$ cat src/rtl/upd_pkg.sv
// shared types, character constants and decode functions of the url percent decoder
// no dependencies
package upd_pkg;

   localparam int HoldMax    = 5;
   localparam int WorkMax    = HoldMax + 1;
   localparam int QueueDepth = 4;
   localparam int QPtrW      = $clog2(QueueDepth);
   localparam int CntW       = $clog2(WorkMax + 1);

   localparam logic [7:0] CharPct   = 8'h25;
   localparam logic [7:0] CharPlus  = 8'h2b;
   localparam logic [7:0] CharU     = 8'h75;
   localparam logic [7:0] CharSpace = 8'h20;
   localparam logic [3:0] NibAlpha  = 4'd9;

   typedef struct packed {
      logic [7:0] ch;
      logic       is_hex;
      logic [3:0] nib;
   } char_type;

   typedef struct packed {
      char_type c;
      logic     fin;
   } entry_type;

   typedef char_type [WorkMax-1:0] window_type;

   typedef struct packed {
      logic            emit;
      logic [7:0]      data;
      logic [CntW-1:0] consume;
   } decision_type;

   function automatic char_type classify(logic [7:0] b);
      char_type r;
      r.ch     = b;
      r.is_hex = 1'b0;
      r.nib    = b[3:0];
      if (b >= 8'h30 && b <= 8'h39) begin
         r.is_hex = 1'b1;
      end else if ((b >= 8'h61 && b <= 8'h66) || (b >= 8'h41 && b <= 8'h46)) begin
         r.is_hex = 1'b1;
         r.nib    = b[3:0] + NibAlpha;
      end
      return r;
   endfunction

   // one scan step over the held window: emit one byte or stop for more input
   function automatic decision_type decide(window_type w, logic [CntW-1:0] cnt, logic fin);
      decision_type d;
      logic         bad;
      d.emit    = 1'b1;
      d.data    = CharPct;
      d.consume = CntW'(1);
      bad       = 1'b0;
      for (int i = 2; i < WorkMax; i++) begin
         if (CntW'(i) < cnt && !w[i].is_hex) begin
            bad = 1'b1;
         end
      end
      if (cnt == '0) begin
         d.emit = 1'b0;
      end else if (w[0].ch != CharPct) begin
         d.data = (w[0].ch == CharPlus) ? CharSpace : w[0].ch;
      end else if (cnt < CntW'(2)) begin
         d.emit = fin;
      end else if (w[1].ch == CharU) begin
         if (!bad && cnt == CntW'(WorkMax)) begin
            d.data    = {w[4].nib, w[5].nib};
            d.consume = CntW'(WorkMax);
         end else if (!bad && !fin) begin
            d.emit = 1'b0;
         end
      end else if (w[1].is_hex) begin
         if (cnt < CntW'(3)) begin
            d.emit = fin;
         end else if (w[2].is_hex) begin
            d.data    = {w[1].nib, w[2].nib};
            d.consume = CntW'(3);
         end
      end
      return d;
   endfunction

   function automatic window_type drop(window_type w, logic [CntW-1:0] n);
      window_type r;
      case (n)
         CntW'(1): r = w >> $bits(char_type);
         CntW'(3): r = w >> (3 * $bits(char_type));
         default:  r = '0;
      endcase
      return r;
   endfunction

endpackage

$ cat src/rtl/upd_req_if.sv
// request channel of the url percent decoder: one encoded byte per transfer
// no dependencies
interface upd_req_if;
   logic       valid;
   logic       ready;
   logic [7:0] in_byte;
   logic       end_of_string;

   modport source (output valid, output in_byte, output end_of_string, input ready);
   modport sink (input valid, input in_byte, input end_of_string, output ready);
endinterface

$ cat src/rtl/upd_rsp_if.sv
// response channel of the url percent decoder: one decoded byte per transfer
// no dependencies
interface upd_rsp_if;
   logic       valid;
   logic       ready;
   logic [7:0] out_byte;
   logic       last_of_run;
   logic       string_done;

   modport source (output valid, output out_byte, output last_of_run, output string_done,
                   input ready);
   modport sink (input valid, input out_byte, input last_of_run, input string_done,
                 output ready);
endinterface

$ cat src/rtl/upd_front.sv
// front end: takes request transfers, classifies each byte and queues it for the back end
// depends on upd_pkg and upd_req_if
module upd_front
   import upd_pkg::*;
(
   input  logic      clock,
   input  logic      reset,
   upd_req_if.sink   req,
   output logic      q_valid,
   output entry_type q_entry,
   input  logic      q_pop
);

   entry_type          mem_ff [QueueDepth];
   entry_type          mem_in;
   logic [QPtrW-1:0]   wr_ff, wr_in, rd_ff, rd_in;
   logic [QPtrW:0]     cnt_ff, cnt_in;
   logic               push, pop;

   assign req.ready = (cnt_ff != (QPtrW+1)'(QueueDepth));
   assign push      = req.valid && req.ready;
   assign q_valid   = (cnt_ff != '0);
   assign pop       = q_valid && q_pop;
   assign q_entry   = mem_ff[rd_ff];

   always_comb begin
      mem_in.c   = classify(req.in_byte);
      mem_in.fin = req.end_of_string;
      wr_in      = push ? wr_ff + QPtrW'(1) : wr_ff;
      rd_in      = pop ? rd_ff + QPtrW'(1) : rd_ff;
      cnt_in     = cnt_ff + (QPtrW+1)'(push) - (QPtrW+1)'(pop);
   end

   always_ff @(posedge clock) begin
      if (push) begin
         mem_ff[wr_ff] <= mem_in;
      end
   end

   always_ff @(posedge clock) begin
      if (reset) begin
         wr_ff  <= '0;
         rd_ff  <= '0;
         cnt_ff <= '0;
      end else begin
         wr_ff  <= wr_in;
         rd_ff  <= rd_in;
         cnt_ff <= cnt_in;
      end
   end

endmodule

$ cat src/rtl/upd_back.sv
// back end: scans the held window, emits one decoded byte per cycle into the output register while rsp does not stall
// depends on upd_pkg and upd_rsp_if
module upd_back
   import upd_pkg::*;
(
   input  logic      clock,
   input  logic      reset,
   input  logic      q_valid,
   input  entry_type q_entry,
   output logic      q_pop,
   upd_rsp_if.source rsp
);

   typedef enum logic [1:0] {
      ST_IDLE = 2'b01,
      ST_SCAN = 2'b10
   } state_type;

   state_type       state_ff, state_in;
   window_type      win_ff, win_in, win_sh;
   logic [CntW-1:0] cnt_ff, cnt_in, cnt_sh;
   logic            fin_ff, fin_in;
   logic            out_valid_ff, out_valid_in;
   logic [7:0]      out_data_ff, out_data_in;
   logic            out_last_ff, out_last_in;
   logic            out_done_ff, out_done_in;
   logic            out_free, push;
   decision_type    d0, d1;

   assign rsp.valid       = out_valid_ff;
   assign rsp.out_byte    = out_data_ff;
   assign rsp.last_of_run = out_last_ff;
   assign rsp.string_done = out_done_ff;

   always_comb begin
      out_free = !out_valid_ff || rsp.ready;
      d0       = decide(win_ff, cnt_ff, fin_ff);
      win_sh   = drop(win_ff, d0.consume);
      cnt_sh   = cnt_ff - d0.consume;
      // look one step ahead to flag the final result of this byte
      d1       = decide(win_sh, cnt_sh, fin_ff);

      state_in = state_ff;
      win_in   = win_ff;
      cnt_in   = cnt_ff;
      fin_in   = fin_ff;
      q_pop    = 1'b0;
      push     = 1'b0;

      case (state_ff)
         ST_IDLE: begin
            q_pop = 1'b1;
            if (q_valid) begin
               win_in[cnt_ff] = q_entry.c;
               cnt_in         = cnt_ff + CntW'(1);
               fin_in         = q_entry.fin;
               state_in       = ST_SCAN;
            end
         end
         ST_SCAN: begin
            if (!d0.emit) begin
               state_in = ST_IDLE;
            end else if (out_free) begin
               push   = 1'b1;
               win_in = win_sh;
               cnt_in = cnt_sh;
               if (!d1.emit) begin
                  state_in = ST_IDLE;
               end
            end
         end
         default: begin
            state_in = ST_IDLE;
         end
      endcase

      out_valid_in = out_valid_ff;
      out_data_in  = out_data_ff;
      out_last_in  = out_last_ff;
      out_done_in  = out_done_ff;
      if (out_free) begin
         out_valid_in = push;
         out_data_in  = d0.data;
         out_last_in  = !d1.emit;
         out_done_in  = fin_ff && !d1.emit;
      end
   end

   always_ff @(posedge clock) begin
      win_ff      <= win_in;
      fin_ff      <= fin_in;
      out_data_ff <= out_data_in;
      out_last_ff <= out_last_in;
      out_done_ff <= out_done_in;
   end

   always_ff @(posedge clock) begin
      if (reset) begin
         state_ff     <= ST_IDLE;
         cnt_ff       <= '0;
         out_valid_ff <= 1'b0;
      end else begin
         state_ff     <= state_in;
         cnt_ff       <= cnt_in;
         out_valid_ff <= out_valid_in;
      end
   end

endmodule

$ cat src/rtl/url_percent_decoder.sv
// top level of the url percent decoder: front end, byte queue and scanning back end
// depends on upd_pkg, upd_req_if, upd_rsp_if, upd_front and upd_back
//
// Encoded bytes arrive on req, one per transfer, with end_of_string on the last byte
// of a string. Decoded bytes leave on rsp, one per transfer; last_of_run marks the
// final byte produced by one request byte and string_done the final byte of a string.
// '+' gives a space, '%hh' the byte, '%uhhhh' the low byte, and a '%' whose escape
// fails or is cut short gives a literal '%' with the held bytes scanned again.
// A request byte goes into a four-entry queue; its decoded bytes then pass through the
// scan window and the output register before they are offered on rsp.
// The back end takes a byte from the queue while idle and then scans it, emitting one
// decoded byte per step; it takes no new byte before the held ones need more input.
// A byte that only extends an escape emits nothing.
// When rsp stalls, the output register holds its byte, the back end waits and the
// queue keeps taking request bytes until it is full.
// Reset empties the queue, the window and the output register.
module url_percent_decoder
   import upd_pkg::*;
(
   input  logic      clock,
   input  logic      reset,
   upd_req_if.sink   req,
   upd_rsp_if.source rsp
);

   logic      q_valid;
   logic      q_pop;
   entry_type q_entry;

   upd_front u_front (
      .clock   (clock),
      .reset   (reset),
      .req     (req),
      .q_valid (q_valid),
      .q_entry (q_entry),
      .q_pop   (q_pop)
   );

   upd_back u_back (
      .clock   (clock),
      .reset   (reset),
      .q_valid (q_valid),
      .q_entry (q_entry),
      .q_pop   (q_pop),
      .rsp     (rsp)
   );

endmodule

$ cat src/flat_wrapper.sv
// flat-port wrapper written by rule: the top's interface ports become plain ports
module url_percent_decoder_flat import upd_pkg::*;
  (clock, reset, req_valid, req_in_byte, req_end_of_string, req_ready, rsp_valid, rsp_out_byte, rsp_last_of_run, rsp_string_done, rsp_ready);
  upd_req_if req_i ();
  upd_rsp_if rsp_i ();
  input  logic clock;
  input  logic reset;
  input wire logic [$bits(req_i.valid)-1:0] req_valid;
  input wire logic [$bits(req_i.in_byte)-1:0] req_in_byte;
  input wire logic [$bits(req_i.end_of_string)-1:0] req_end_of_string;
  output wire logic [$bits(req_i.ready)-1:0] req_ready;
  output wire logic [$bits(rsp_i.valid)-1:0] rsp_valid;
  output wire logic [$bits(rsp_i.out_byte)-1:0] rsp_out_byte;
  output wire logic [$bits(rsp_i.last_of_run)-1:0] rsp_last_of_run;
  output wire logic [$bits(rsp_i.string_done)-1:0] rsp_string_done;
  input wire logic [$bits(rsp_i.ready)-1:0] rsp_ready;
  assign req_i.valid = req_valid;
  assign req_i.in_byte = req_in_byte;
  assign req_i.end_of_string = req_end_of_string;
  assign req_ready = req_i.ready;
  assign rsp_valid = rsp_i.valid;
  assign rsp_out_byte = rsp_i.out_byte;
  assign rsp_last_of_run = rsp_i.last_of_run;
  assign rsp_string_done = rsp_i.string_done;
  assign rsp_i.ready = rsp_ready;
  url_percent_decoder u_core (.clock(clock), .reset(reset), .req(req_i), .rsp(rsp_i));
endmodule
$ cat config.mk
export PLATFORM = sky130hd
export DESIGN_NAME = url_percent_decoder_flat
export DESIGN_NICKNAME = d
export VERILOG_FILES = /design/src/rtl/upd_pkg.sv /design/src/rtl/upd_req_if.sv /design/src/rtl/upd_rsp_if.sv /design/src/rtl/upd_front.sv /design/src/rtl/upd_back.sv /design/src/rtl/url_percent_decoder.sv /design/src/flat_wrapper.sv
export SDC_FILE = /design/constraint.sdc
export NUM_CORES = 1
export LEC_CHECK = 0
export ABC_AREA = 1
export BUFFER_PORTS_ARGS = -buffer_cell sky130_fd_sc_hd__buf_2
export CAP_MARGIN = 20
export CORE_MARGIN = 5
export CORE_UTILIZATION = 40
export DETAILED_ROUTE_END_ITERATION = 16
export HOLD_SLACK_MARGIN = 0.12
export SLEW_MARGIN = 10
export SYNTH_ARGS = -nofsm -noshare
export SYNTH_HDL_FRONTEND = slang
export SYNTH_SLANG_ARGS = --single-unit
$ cat constraint.sdc
create_clock -name clock -period 5 [get_ports clock]
set_input_delay 0.75 -clock clock [delete_from_list [all_inputs] [get_ports clock]]
set_output_delay 0.75 -clock clock [all_outputs]
set_load 0.005 [all_outputs]
---- Word level (Yosys, flattened, before mapping) ----
Memory sizes are Yosys's and may differ from the RTL's. A register that Yosys moved wholly into a read port is not among the register bits.
Cells that the tools add are included.
word-level totals
  register bits after elaboration ......... 102
  RAM bits ................................ 56
  input port bits ......................... 13
  output and inout port bits .............. 12
  word-level logic and storage cells ...... 176
  memories kept ........................... 1
memories
  name                   depth  bits a word  rd ports  clocked after Yosys merged registers in  write ports  RTL line         RTL
  u_core.u_front.mem_ff  4      14           1         1                                        1            upd_front.sv:14  entry_type mem_ff [QueueDepth];
operators by class
  add/subtract/negate cells ............... 7
  magnitude comparators ................... 20
  equal/unequal tests ..................... 17
  multiplexer cells ....................... 62
  reductions and logical operators ........ 41
operator list
  cell                count
  $mux 78             3
  $pmux 78 s2         1
  $pmux 65 s2         1
  $bwmux 78           1
  $mux 11             7
  $mux 12             4
  $demux 13 s3        1
  $mux 1              26
  $logic_and 1x1->1   19
  $eq 8x7->1 const B  2
  $ge 8x7->1 const B  2
  $le 8x7->1 const B  2
  $mux 8              2
  $ne 8x6->1 const B  2
  $mux 3              5
  $mux 13             1
  $logic_not 1->1     12
  $lt 2x3->1 const A  4
  $lt 3x2->1 const B  4
  $lt 3x3->1 const A  4
  $mux 2              6
  $ne 3x3->1 const B  3
  $eq 8x6->1 const B  1
  $ge 8x6->1 const B  1
  other kinds (28)    33

---- Longest topological paths before layout ----
Gate-level depths: netlist of run 1.
  depth after elaboration ................. 34
  depth in mapped cells ................... 26
  mapped depth without buffers ............ 24

---- By module ----
From an unflattened synthesis of run 1, not the netlist that was laid out.
second synthesis, totals
  cell total of the unflattened synthesis .. 760
  area, all modules ....................... 7652.3 µm²
by module, submodules not included
  module     times used  cells each  area an instance (µm²)  sequential area each (µm²)
  upd_back   1           521         4877.2                  2642.5
  upd_front  1           239         2775.2                  1861.8

---- Least setup slack after synthesis of run 1 ----
OpenSTA, ideal clock, no wires.
  path kind ............................... register to register
  start point ............................. register u_core.u_back.cnt_ff[1]
  end point ............................... register u_core.u_back.state_ff[0]
  setup time .............................. 117 ps
  arrival ................................. 3243 ps
  required time ........................... 4883 ps
  slack ................................... 1640 ps
  stages on the path, launching flop included .. 27
  clock period less this slack ............ 3360 ps
  cells stage by stage .................... dfxtp_1 -> inv_2 -> ha_1 -> nand2_8 -> nand2_4 -> nor2_8 -> nand4_4 -> nand2_2 -> inv_2 -> buf_6 -> clkbuf_1 -> fa_1 -> xor2_1 -> inv_1 -> nand4_1 -> nand2_1 -> nand2_1 -> o21ai_0 -> inv_1 -> nand2_1 -> nand3_2 -> nand3_2 -> nand2_2 -> nand2_1 -> nand2_1 -> nand2_1 -> nand2_1
on the way
  longest elaborated chain between the ends .. 31
  elaborated cells on any way between the ends .. 73
  those cells by class .................... add/sub: 1; order compare: 12; eq/ne: 8; mux: 32; reduce/logical: 20
RTL lines
  what                                                 RTL line         RTL
  start: declaration                                   upd_back.sv:21   logic [CntW-1:0] cnt_ff, cnt_in, cnt_sh;
  start signal: assignment                             upd_back.sv:104  cnt_ff <= cnt_in;
  branches (longest 31 deep; another with $lt 2x3->1)  n/a
  end signal: assignment                               upd_back.sv:103  state_ff <= state_in;
  end: declaration                                     upd_back.sv:19   state_type state_ff, state_in;
Parallel ways; which one is timed is not known.
A chain may end at the register's enable or synchronous reset.

---- Worst setup path after layout of run 1 ----
Same ends and word-level chain as after synthesis.

==> results by stage, run 1 <==
Synth:
- The biggest area contributor in the post-synthesis netlist is sky130_fd_sc_hd__edfxtp_1.
- The synthesized design contains between 150 and 200 register bits.
- The predominant post-synthesis flop cell is sky130_fd_sc_hd__edfxtp_1.
- Counting flops with an async set or reset pin after synthesis yields a share of 0%.
- In this run, synthesis inferred 140 flip-flops with an integrated enable.
- Ranked by instance count, the synthesized netlist is headed by 151 x sky130_fd_sc_hd__nand2_1, 140 x sky130_fd_sc_hd__edfxtp_1, 79 x sky130_fd_sc_hd__inv_1.
- The synthesized netlist occupies a cell area of 7510 um2.
- The post-synthesis average cell area is a little over 10 um2.
- The number of warnings reported in the yosys synthesis log is 0.
- Yosys mapped the design onto 43 distinct sky130hd cell types.
- Counting every net in the synthesized netlist gives 761.
- By area the synthesized netlist is led by sky130_fd_sc_hd__edfxtp_1 56%, sky130_fd_sc_hd__nand2_1 7.5%, sky130_fd_sc_hd__o21ai_0 4.8%.
- The area share of the largest cell type after synthesis is 56.0%.
- By instance count, the leading cell after synthesis is sky130_fd_sc_hd__nand2_1.
- The sequential area share after synthesis is about 60%.
- The number of instances in the synthesized netlist is 731.

Clock tree:
- The clock root buffer is sky130_fd_sc_hd__clkbuf_16.
- Counting the buffers created by CTS gives 17.
- The total number of clock tree sinks is around 160.
- In this run, post-CTS hold repair placed 0 buffers.
- The TritonCTS clock tree is yes.
- The number of buffers inserted to repair setup after CTS is 0.
- The clock transition at the register clock pins on the worst setup and hold paths after CTS is 0.07 ns.
- The H-tree level count is 4.
- The total of cells resized after clock tree synthesis is 0.
- The insertion delay to the later sink of the worst-skew pair is 0.43 ns.
- The clock passes through at most 2 buffers.

Global route:
- The largest net degree at the start of global routing is 49.
- The number of antenna violations at the first check in global routing is 0.
- The first global-routing pass estimated 28.1 mm of wire.
- The via count of the first global-routing pass is approximately 5,200.
- After global routing the overflow that remains totals 0.
- The aggregate global-route resource usage is 16.4%.

Power:
- The peak supply drop is between 0.2 and 0.3 mV.
- The leakage power of the design is 3.26 nW.
- Dividing total power by cell area gives a power density of 574 nW/um2.

Outcome:
- The run finished with clean final reports.

Worst setup path:
- The worst path arrival time is 4.22 ns.
- The worst setup path is launched from a flop.
- The critical path required time is 5.32 ns.
- The most numerous cell on the critical path is sky130_fd_sc_hd__nand2_1.
- The slowest stage cell on the critical path is sky130_fd_sc_hd__dfxtp_1.
- The cell type group with the largest total delay on the critical path is simple AND/OR/NAND/NOR gates.
- The critical path contains buffers and inverters numbering 4 combined.
- For this run, the slowest stage of the critical path takes 0.48 ns.
- In this run the worst path has a maximum fanout of 21.
- The sort of element at the end of the critical path is a flop.
- Traced cell by cell, the critical path runs through inv_2 > ha_1 > nand2_8 > nand2_4 > nor2_8 > nand4_2 > nand2_2 > inv_2 > fa_1 > xor2_1 > inv_1 > nand4_1 > nand2_1 > nand2_1 > o21ai_0 > inv_1 > nand2_1 > nand3_2 > nand3_2 > nand2_2 > nand2_1 > nand2_1 > nand2_1 > nand2_1.
- The critical path start-end classification is flop to flop.

Job:
- The max-capacitance violation count is 0.

Floorplan:
- The initialized floorplan defines 50 standard-cell rows.
- The horizontal die dimension is 147 um.
- The die outline area is approximately 22,000 um2.
- The area inside the core boundary is 18,600 um2.
- The number of ports placed on the die boundary is 25.
- The die is 147 um tall.
- The effective utilization at floorplan is 40.4%.

Timing:
- The worst hold slack after final layout is 0.478 ns.
- The upper clock frequency limit is 257 MHz.
- In the finished design, the share of the clock period the worst path needs comes to 78.0%.
- Setup repair after global routing left no endpoint under its margin.
- The number of hold-slack violations in the final timing report is 0.
- For the final routed database, the setup TNS stands at 0 ns.
- The final setup skew is approximately 0.011 ns.
- Setup violations remaining at the end of the flow were counted as 0.
- Counting I/O delays and the setup requirement, the final critical path takes just under 4 ns.
- The worst slew margin relative to its limit is 29.1%.
- The max-slew violation total from the final report is 0.
- At the pin with the least slew margin, the transition time is 1.06 ns.

Drt:
- The routed design has 17.7 mm of wire.
- The detailed-route vias per instance is around 5.5.
- After detailed routing, the average wire length per cell comes to 17.7 um.
- The routed length on met2 is 8.40 mm.
- The residual DRC count is 0.
- The detail route stage leaves a number of antenna-violating nets equal to 0.
- The first-pass detailed-route iteration total is 5.
- In this run the top signal layer used is met4.
- For this block, wires on met1 add up to around 7.9 mm.
- The total via count after detailed routing is roughly 5,500.
- Wire segments on met3 add up to ~1.1 mm in the final route.
- The violation count after the first detailed-route iteration is roughly 580.

Placement:
- The number of port buffers is 24.
- The final weighted congestion of routability-driven global placement is 0.880.
- The detailed placer's ending HPWL is 12.1 mm.

Layout:
- The antenna diode count is 0.
- The net total in the final layout is 783.
- In the final layout, the share of cells above drive strength 1 is 11.7%.
- The area growth from synthesis to layout is 12.2%.

Min path:
- The min-delay analysis places its worst path in the category flop to flop.
-- registers in the layout (all words and copies together) (netlist names), 2 cells and up, named ones only --
register                    cells
u_core.u_front.mem_ff          56
u_core.u_front.wr_ff            2
u_core.u_front.rd_ff            2
u_core.u_back.rsp.out_byte      8
u_core.u_back.state_ff          2
u_core.u_front.cnt_ff           3
u_core.u_back.win_ff           73
u_core.u_back.cnt_ff            3
-- path summary, 6_finish.rpt --
| kind | from | to | slack, ns | cells after the start |
|---|---|---|---|---|
| min reg2reg | u_core.u_front.rd_ff[1]$_SDFFE_PP0P_ | u_core.u_front.rd_ff[1]$_SDFFE_PP0P_ | 0.48 | 2 |
| max reg2reg | u_core.u_back.cnt_ff[1]$_SDFFE_PP0P_ | u_core.u_back.state_ff[0]$_SDFFE_PP1P_ | 1.10 | 24 |
| min | u_core.u_front.rd_ff[1]$_SDFFE_PP0P_ | u_core.u_front.rd_ff[1]$_SDFFE_PP0P_ | 0.48 | 2 |
| max | u_core.u_back.cnt_ff[1]$_SDFFE_PP0P_ | u_core.u_back.state_ff[0]$_SDFFE_PP1P_ | 1.10 | 24 |
-- logic make-up after synthesis --
| logic type | Yosys count | synth area share [%] |
|---|---|---|
| AO/OA/AOI/OAI | 191 | 15.4 |
| XOR/XNOR | 4 | 0.466 |
| adder cells (fa/ha/maj) | 17 | 3.03 |
| buffers and inverters | 121 | 6.71 |
| flip-flops | 155 | 60.0 |
| AND/OR/NAND/NOR | 243 | 14.5 |
-- cell type report --
type	instances	area (um2)
Inverter	88	335
Fill cell	1735	10100
Clock inverter	15	151
Timing Repair Buffer	36	214
Tap cell	234	293
Sequential cell	155	4500
Clock buffer	17	425
Multi-Input combinational cell	455	2510
-- through the flow --
| stage | instance area [um2] | std cells | setup slack [ns] | total power [W] | utilization, % |
|---|---|---|---|---|---|
| detailed placement | 7850 | 967 | 1.19 | 0.00357 | 42.2 |
| floorplan | 7510 | 731 | 1.64 | 0.00309 | - |
| global placement | 7850 | 967 | 1.27 | 0.00352 | 42.2 |
| finish | 8430 | 1000 | 1.10 | 0.00484 | 45.4 |
| CTS | 8420 | 999 | 1.18 | 0.00485 | 45.3 |
| global route | 8430 | 1000 | 0.747 | 0.00513 | 45.4 |
-- layout by cell type, fill, tap and decap left out, types with 3 or more instances in the layout --
cell / n
sky130_fd_sc_hd__o21ai_0: 72
sky130_fd_sc_hd__buf_2: 24
sky130_fd_sc_hd__ha_1: 15
sky130_fd_sc_hd__buf_4: 11
sky130_fd_sc_hd__o211ai_1: 4
sky130_fd_sc_hd__inv_8: 4
sky130_fd_sc_hd__inv_1: 79
sky130_fd_sc_hd__inv_6: 6
sky130_fd_sc_hd__o21ai_1: 4
sky130_fd_sc_hd__nand3_1: 31
sky130_fd_sc_hd__a21oi_1: 46
sky130_fd_sc_hd__o32ai_1: 17
sky130_fd_sc_hd__a32o_1: 15
sky130_fd_sc_hd__nor2_1: 34
sky130_fd_sc_hd__edfxtp_1: 140
sky130_fd_sc_hd__nand4_1: 6
sky130_fd_sc_hd__clkinv_1: 4
sky130_fd_sc_hd__o22ai_1: 28
sky130_fd_sc_hd__nand2_2: 3
sky130_fd_sc_hd__dfxtp_1: 15
sky130_fd_sc_hd__inv_2: 6
sky130_fd_sc_hd__clkbuf_16: 17
sky130_fd_sc_hd__nand2_1: 151
-- per-layer routing --
layer	up-vias	GRT usage [%]
li1	2640	-
met1	2618	22.1
met2	210	26.8
met3	27	3.33
met4	0	5.50
met5	-	0
-- tightest hold or removal path: stages, from the launching register on --
cell and delay [ns]:
sky130_fd_sc_hd__dfxtp_1 0.30, sky130_fd_sc_hd__inv_1 0.06, sky130_fd_sc_hd__a21oi_1 0.07
-- where the power goes --
| group | leakage [nW] | switching [W] | internal (W) |
|---|---|---|---|
| Clock | 0.282 | 0.000568 | 0.000704 |
| Sequential | 1.45 | 0.000184 | 0.00188 |
| Combinational | 1.53 | 0.00105 | 0.000458 |
| Total | 3.26 | 0.00180 | 0.00304 |
Power figures use the tool's default switching activity.
==> run 2: changes to the inputs <==
==> constraint.sdc (replaced) <==
create_clock -name clock -period 4 [get_ports clock]
set_input_delay 0.6 -clock clock [delete_from_list [all_inputs] [get_ports clock]]
set_output_delay 0.6 -clock clock [all_outputs]
set_load 0.005 [all_outputs]
==> results by stage, run 2 (synthesis gave the netlist of run 1 again) <==
Outcome:
- The flow ran to the end, and the final reports show no timing, DRC or antenna violations.

Clock tree:
- TritonCTS built the clock tree.
- The total of cells resized after clock tree synthesis was 0 (unchanged).
- The clock transition at the register clock pins on the worst setup and hold paths after CTS is 0.06 ns (about the same).
- The total number of clock tree sinks was 155 (unchanged).
- The CTS buffer count is 17 (unchanged).
- The H-tree level count is 4 (unchanged).
- The number of buffers inserted to repair setup after CTS was 0 (unchanged).
- The largest buffer count on any clock path was 2 (unchanged).
- The tree is rooted in a sky130_fd_sc_hd__clkbuf_16.
- The hold buffer count at cts is 0 (unchanged).
- The insertion delay to the later sink of the worst-skew pair is 0.43 ns (about the same).

Worst setup path:
- The worst path arrival time is 3.62 ns (-0.60 ns).
- The slowest stage cell on the critical path is sky130_fd_sc_hd__dfxtp_1.
- The worst setup path is launched from a flop.
- The biggest cell delay along the critical path is 0.49 ns (about the same).
- The critical path required time was 4.31 ns (-1.01 ns).
- The critical path goes through inv_2 > ha_1 > nand2_8 > nand2_4 > nor2_8 > nand4_2 > nand2_2 > inv_2 > fa_1 > xor2_1 > inv_1 > nand4_1 > nand2_1 > nand2_1 > o21ai_0 > inv_1 > nand2_1 > nand3_2 > nand3_2 > nand2_2 > nand2_1 > nand2_1 > nand2_1 > nand2_1.
- The largest fanout of any net on the critical path is 8 (-62%).
- The combined buffer and inverter count along the critical path is 4 (unchanged).
- STA classifies the critical path endpoint as a flop.
- The cell that appears most often on the critical path is sky130_fd_sc_hd__nand2_1.
- Grouping stages by cell kind, the critical path spends the most delay in simple AND/OR/NAND/NOR gates.
- The critical path start-end classification is flop to flop.

Global route:
- The largest net degree at the start of global routing is 49 (unchanged).
- The remaining global-route overflow was 0 (unchanged).
- The wire length of the first global-routing pass came to 28.6 mm (+2.1%).
- The aggregate global-route resource usage came to 16.9% (+0.42 points).
- The via count of the first global-routing pass is 5,287 (+1.9%).
- The number of antenna violations at the first check in global routing came to 0 (unchanged).

Timing:
- The final setup violation count is 0 (unchanged).
- The period utilization is 82.8% (+4.8 points).
- The number of hold-slack violations in the final timing report came to 0 (unchanged).
- The final setup skew is 0.0114 ns (+0.000157 ns).
- The transition at the pin with the smallest max-transition slack came to 0.740 ns (-0.322 ns).
- The upper clock frequency limit is 302 MHz (+18%).
- The post-route setup TNS was 0 ns (unchanged).
- Setup repair after global routing left no endpoint under its margin.
- The worst slew margin relative to its limit is 50.4% (+21 points).
- The max-slew violation total from the final report is 0 (unchanged).
- The final setup slack of the worst path is 0.688 ns (-0.414 ns).
- The minimum clock period after layout is 3.31 ns (-0.586 ns).

Layout:
- The fraction of final layout cells with drive strength greater than 1 is 12.5% (+0.72 points).
- The final core utilization came to 45.6% (+0.17 points).
- The commonest non-fill, non-tap cell in the layout is sky130_fd_sc_hd__nand2_1.
- The total of fill cells in the finished design was 1,741 (+0.35%).
- The final instance area was 8460 um2 (+0.37%).
- Ranked by flip-flop count, first place goes to u_core.u_back.win_ff.
- The antenna diode count is 0 (unchanged).
- In the layout the commonest cells are 151 x sky130_fd_sc_hd__nand2_1, 140 x sky130_fd_sc_hd__edfxtp_1, 79 x sky130_fd_sc_hd__inv_1.
- The net total in the final layout was 787 (+0.51%).
- The flip-flop count of the largest register, all copies and words added is 73 (unchanged).
- The relative area change from synthesis to final layout is 12.7%.

Placement:
- The cell area after placement came to 7880 um2 (+0.48%).
- The post-placement setup slack is 0.683 ns (-0.504 ns).
- The number of port buffers is 24 (unchanged).
- The final weighted congestion of routability-driven global placement is 0.898 (+2.0%).
- The detailed placer's ending HPWL is 12.1 mm (-0.26%).

Floorplan:
- The number of ports placed on the die boundary is 25 (unchanged).
- The number of rows created at floorplan is 50 (unchanged).
- The die outline height is 147 um (unchanged).
- The area inside the core boundary was 18,600 um2 (unchanged).
- The horizontal die dimension is 147 um (unchanged).
- The die outline area is 21,600 um2 (unchanged).
- The effective utilization at floorplan is 40.4% (unchanged).

Power:
- The power density of the placed cells is 712 nW/um2 (+24%).
- The leakage power of the design was 3.27 nW (+0.44%).
- The overall power consumption is 0.00603 W (+24%).
- The peak supply drop is 0.338 mV (+33%).

Drt:
- The violation count after the first detailed-route iteration is 450 (-22%).
- The routed wire length per instance is 17.6 um (-0.58%).
- The final wirelength was 17.7 mm (-0.19%).
- The first-pass detailed-route iteration total is 5 (unchanged).
- The remaining antenna violation count is 0 (unchanged).
- The total via count after detailed routing came to 5,444 (-0.93%).
- The residual DRC count is 0 (unchanged).
- The detailed-route vias per instance is 5.42 (-1.3%).

Min path:
- The type of the most critical hold path is input port to flop.

Job:
- The max-capacitance violation count was 0 (unchanged).
-- run 2: changes by cell type in the layout (fill, tap and decap cells not counted) --
cell,before,now
sky130_fd_sc_hd__clkinv_2,0,2
sky130_fd_sc_hd__buf_4,11,16
sky130_fd_sc_hd__inv_6,6,4
sky130_fd_sc_hd__inv_8,4,3
sky130_fd_sc_hd__clkinvlp_4,1,3
sky130_fd_sc_hd__clkinv_1,4,2
sky130_fd_sc_hd__clkinv_8,0,1
sky130_fd_sc_hd__buf_6,1,0
-- run 2: per-stage QoR --
step / cells / hold WS, ns
3_5_place_dp: 972 / 0.464
4_1_cts: 1004 / 0.367
6_report: 1004 / 0.383
5_1_grt: 1004 / 0.373
3_3_place_gp: 972 / 0.458
2_1_floorplan: 731 / 0.436
-- run 2: routing by layer --
layer  GRT usage (%)  part of all wire, %  up-vias
met5               0                    0        -
met4            6.10                  2.6        0
met3            4.32                  6.6       31
met2            26.5                   46      197
met1            22.7                   45     2556
li1                -                    -     2660
-- run 2: power breakdown --
group	internal (W)	switching, W	total (W)	leakage (nW)
sequential	0.00235	0.000202	0.00255	1.45
combinational	0.000586	0.00132	0.00191	1.55
clock	0.000877	0.000690	0.00157	0.279
total	0.00381	0.00222	0.00603	3.27
-- run 2: worst paths after layout --
| kind | slack [ns] | depth (start not counted) | from | endpoint |
|---|---|---|---|---|
| max | 0.69 | 24 | u_core.u_back.cnt_ff[1]$_SDFFE_PP0P_ | u_core.u_back.state_ff[0]$_SDFFE_PP1P_ |
| min | 0.38 | 1 | req_end_of_string | u_core.u_front.mem_ff[2][0]$_DFFE_PP_ |
| max reg2reg | 0.69 | 24 | u_core.u_back.cnt_ff[1]$_SDFFE_PP0P_ | u_core.u_back.state_ff[0]$_SDFFE_PP1P_ |
| min reg2reg | 0.48 | 2 | u_core.u_front.rd_ff[1]$_SDFFE_PP0P_ | u_core.u_front.rd_ff[1]$_SDFFE_PP0P_ |
-- run 2: final cells by class --
class	count	area, um2	area share, %
flip-flops and latches	155	4500	53.2
multi-input cells	455	2510	29.7
clock buffers	17	425	5.03
inverters	88	335	3.96
well taps	234	293	3.46
repair buffers	40	240	2.84
clock inverters	15	156	1.85
-- run 2: worst reg2reg max path: stages (launching register included) --
cell	delay [ns]
sky130_fd_sc_hd__dfxtp_1	0.49
sky130_fd_sc_hd__inv_2	0.14
sky130_fd_sc_hd__ha_1	0.30
sky130_fd_sc_hd__nand2_8	0.14
sky130_fd_sc_hd__nand2_4	0.07
sky130_fd_sc_hd__nor2_8	0.16
sky130_fd_sc_hd__nand4_2	0.16
sky130_fd_sc_hd__nand2_2	0.10
sky130_fd_sc_hd__inv_2	0.04
sky130_fd_sc_hd__fa_1	0.36
sky130_fd_sc_hd__xor2_1	0.16
sky130_fd_sc_hd__inv_1	0.07
sky130_fd_sc_hd__nand4_1	0.10
sky130_fd_sc_hd__nand2_1	0.13
sky130_fd_sc_hd__nand2_1	0.06
sky130_fd_sc_hd__o21ai_0	0.14
sky130_fd_sc_hd__inv_1	0.06
sky130_fd_sc_hd__nand2_1	0.07
sky130_fd_sc_hd__nand3_2	0.06
sky130_fd_sc_hd__nand3_2	0.09
sky130_fd_sc_hd__nand2_2	0.05
sky130_fd_sc_hd__nand2_1	0.05
sky130_fd_sc_hd__nand2_1	0.07
sky130_fd_sc_hd__nand2_1	0.06
sky130_fd_sc_hd__nand2_1	0.04
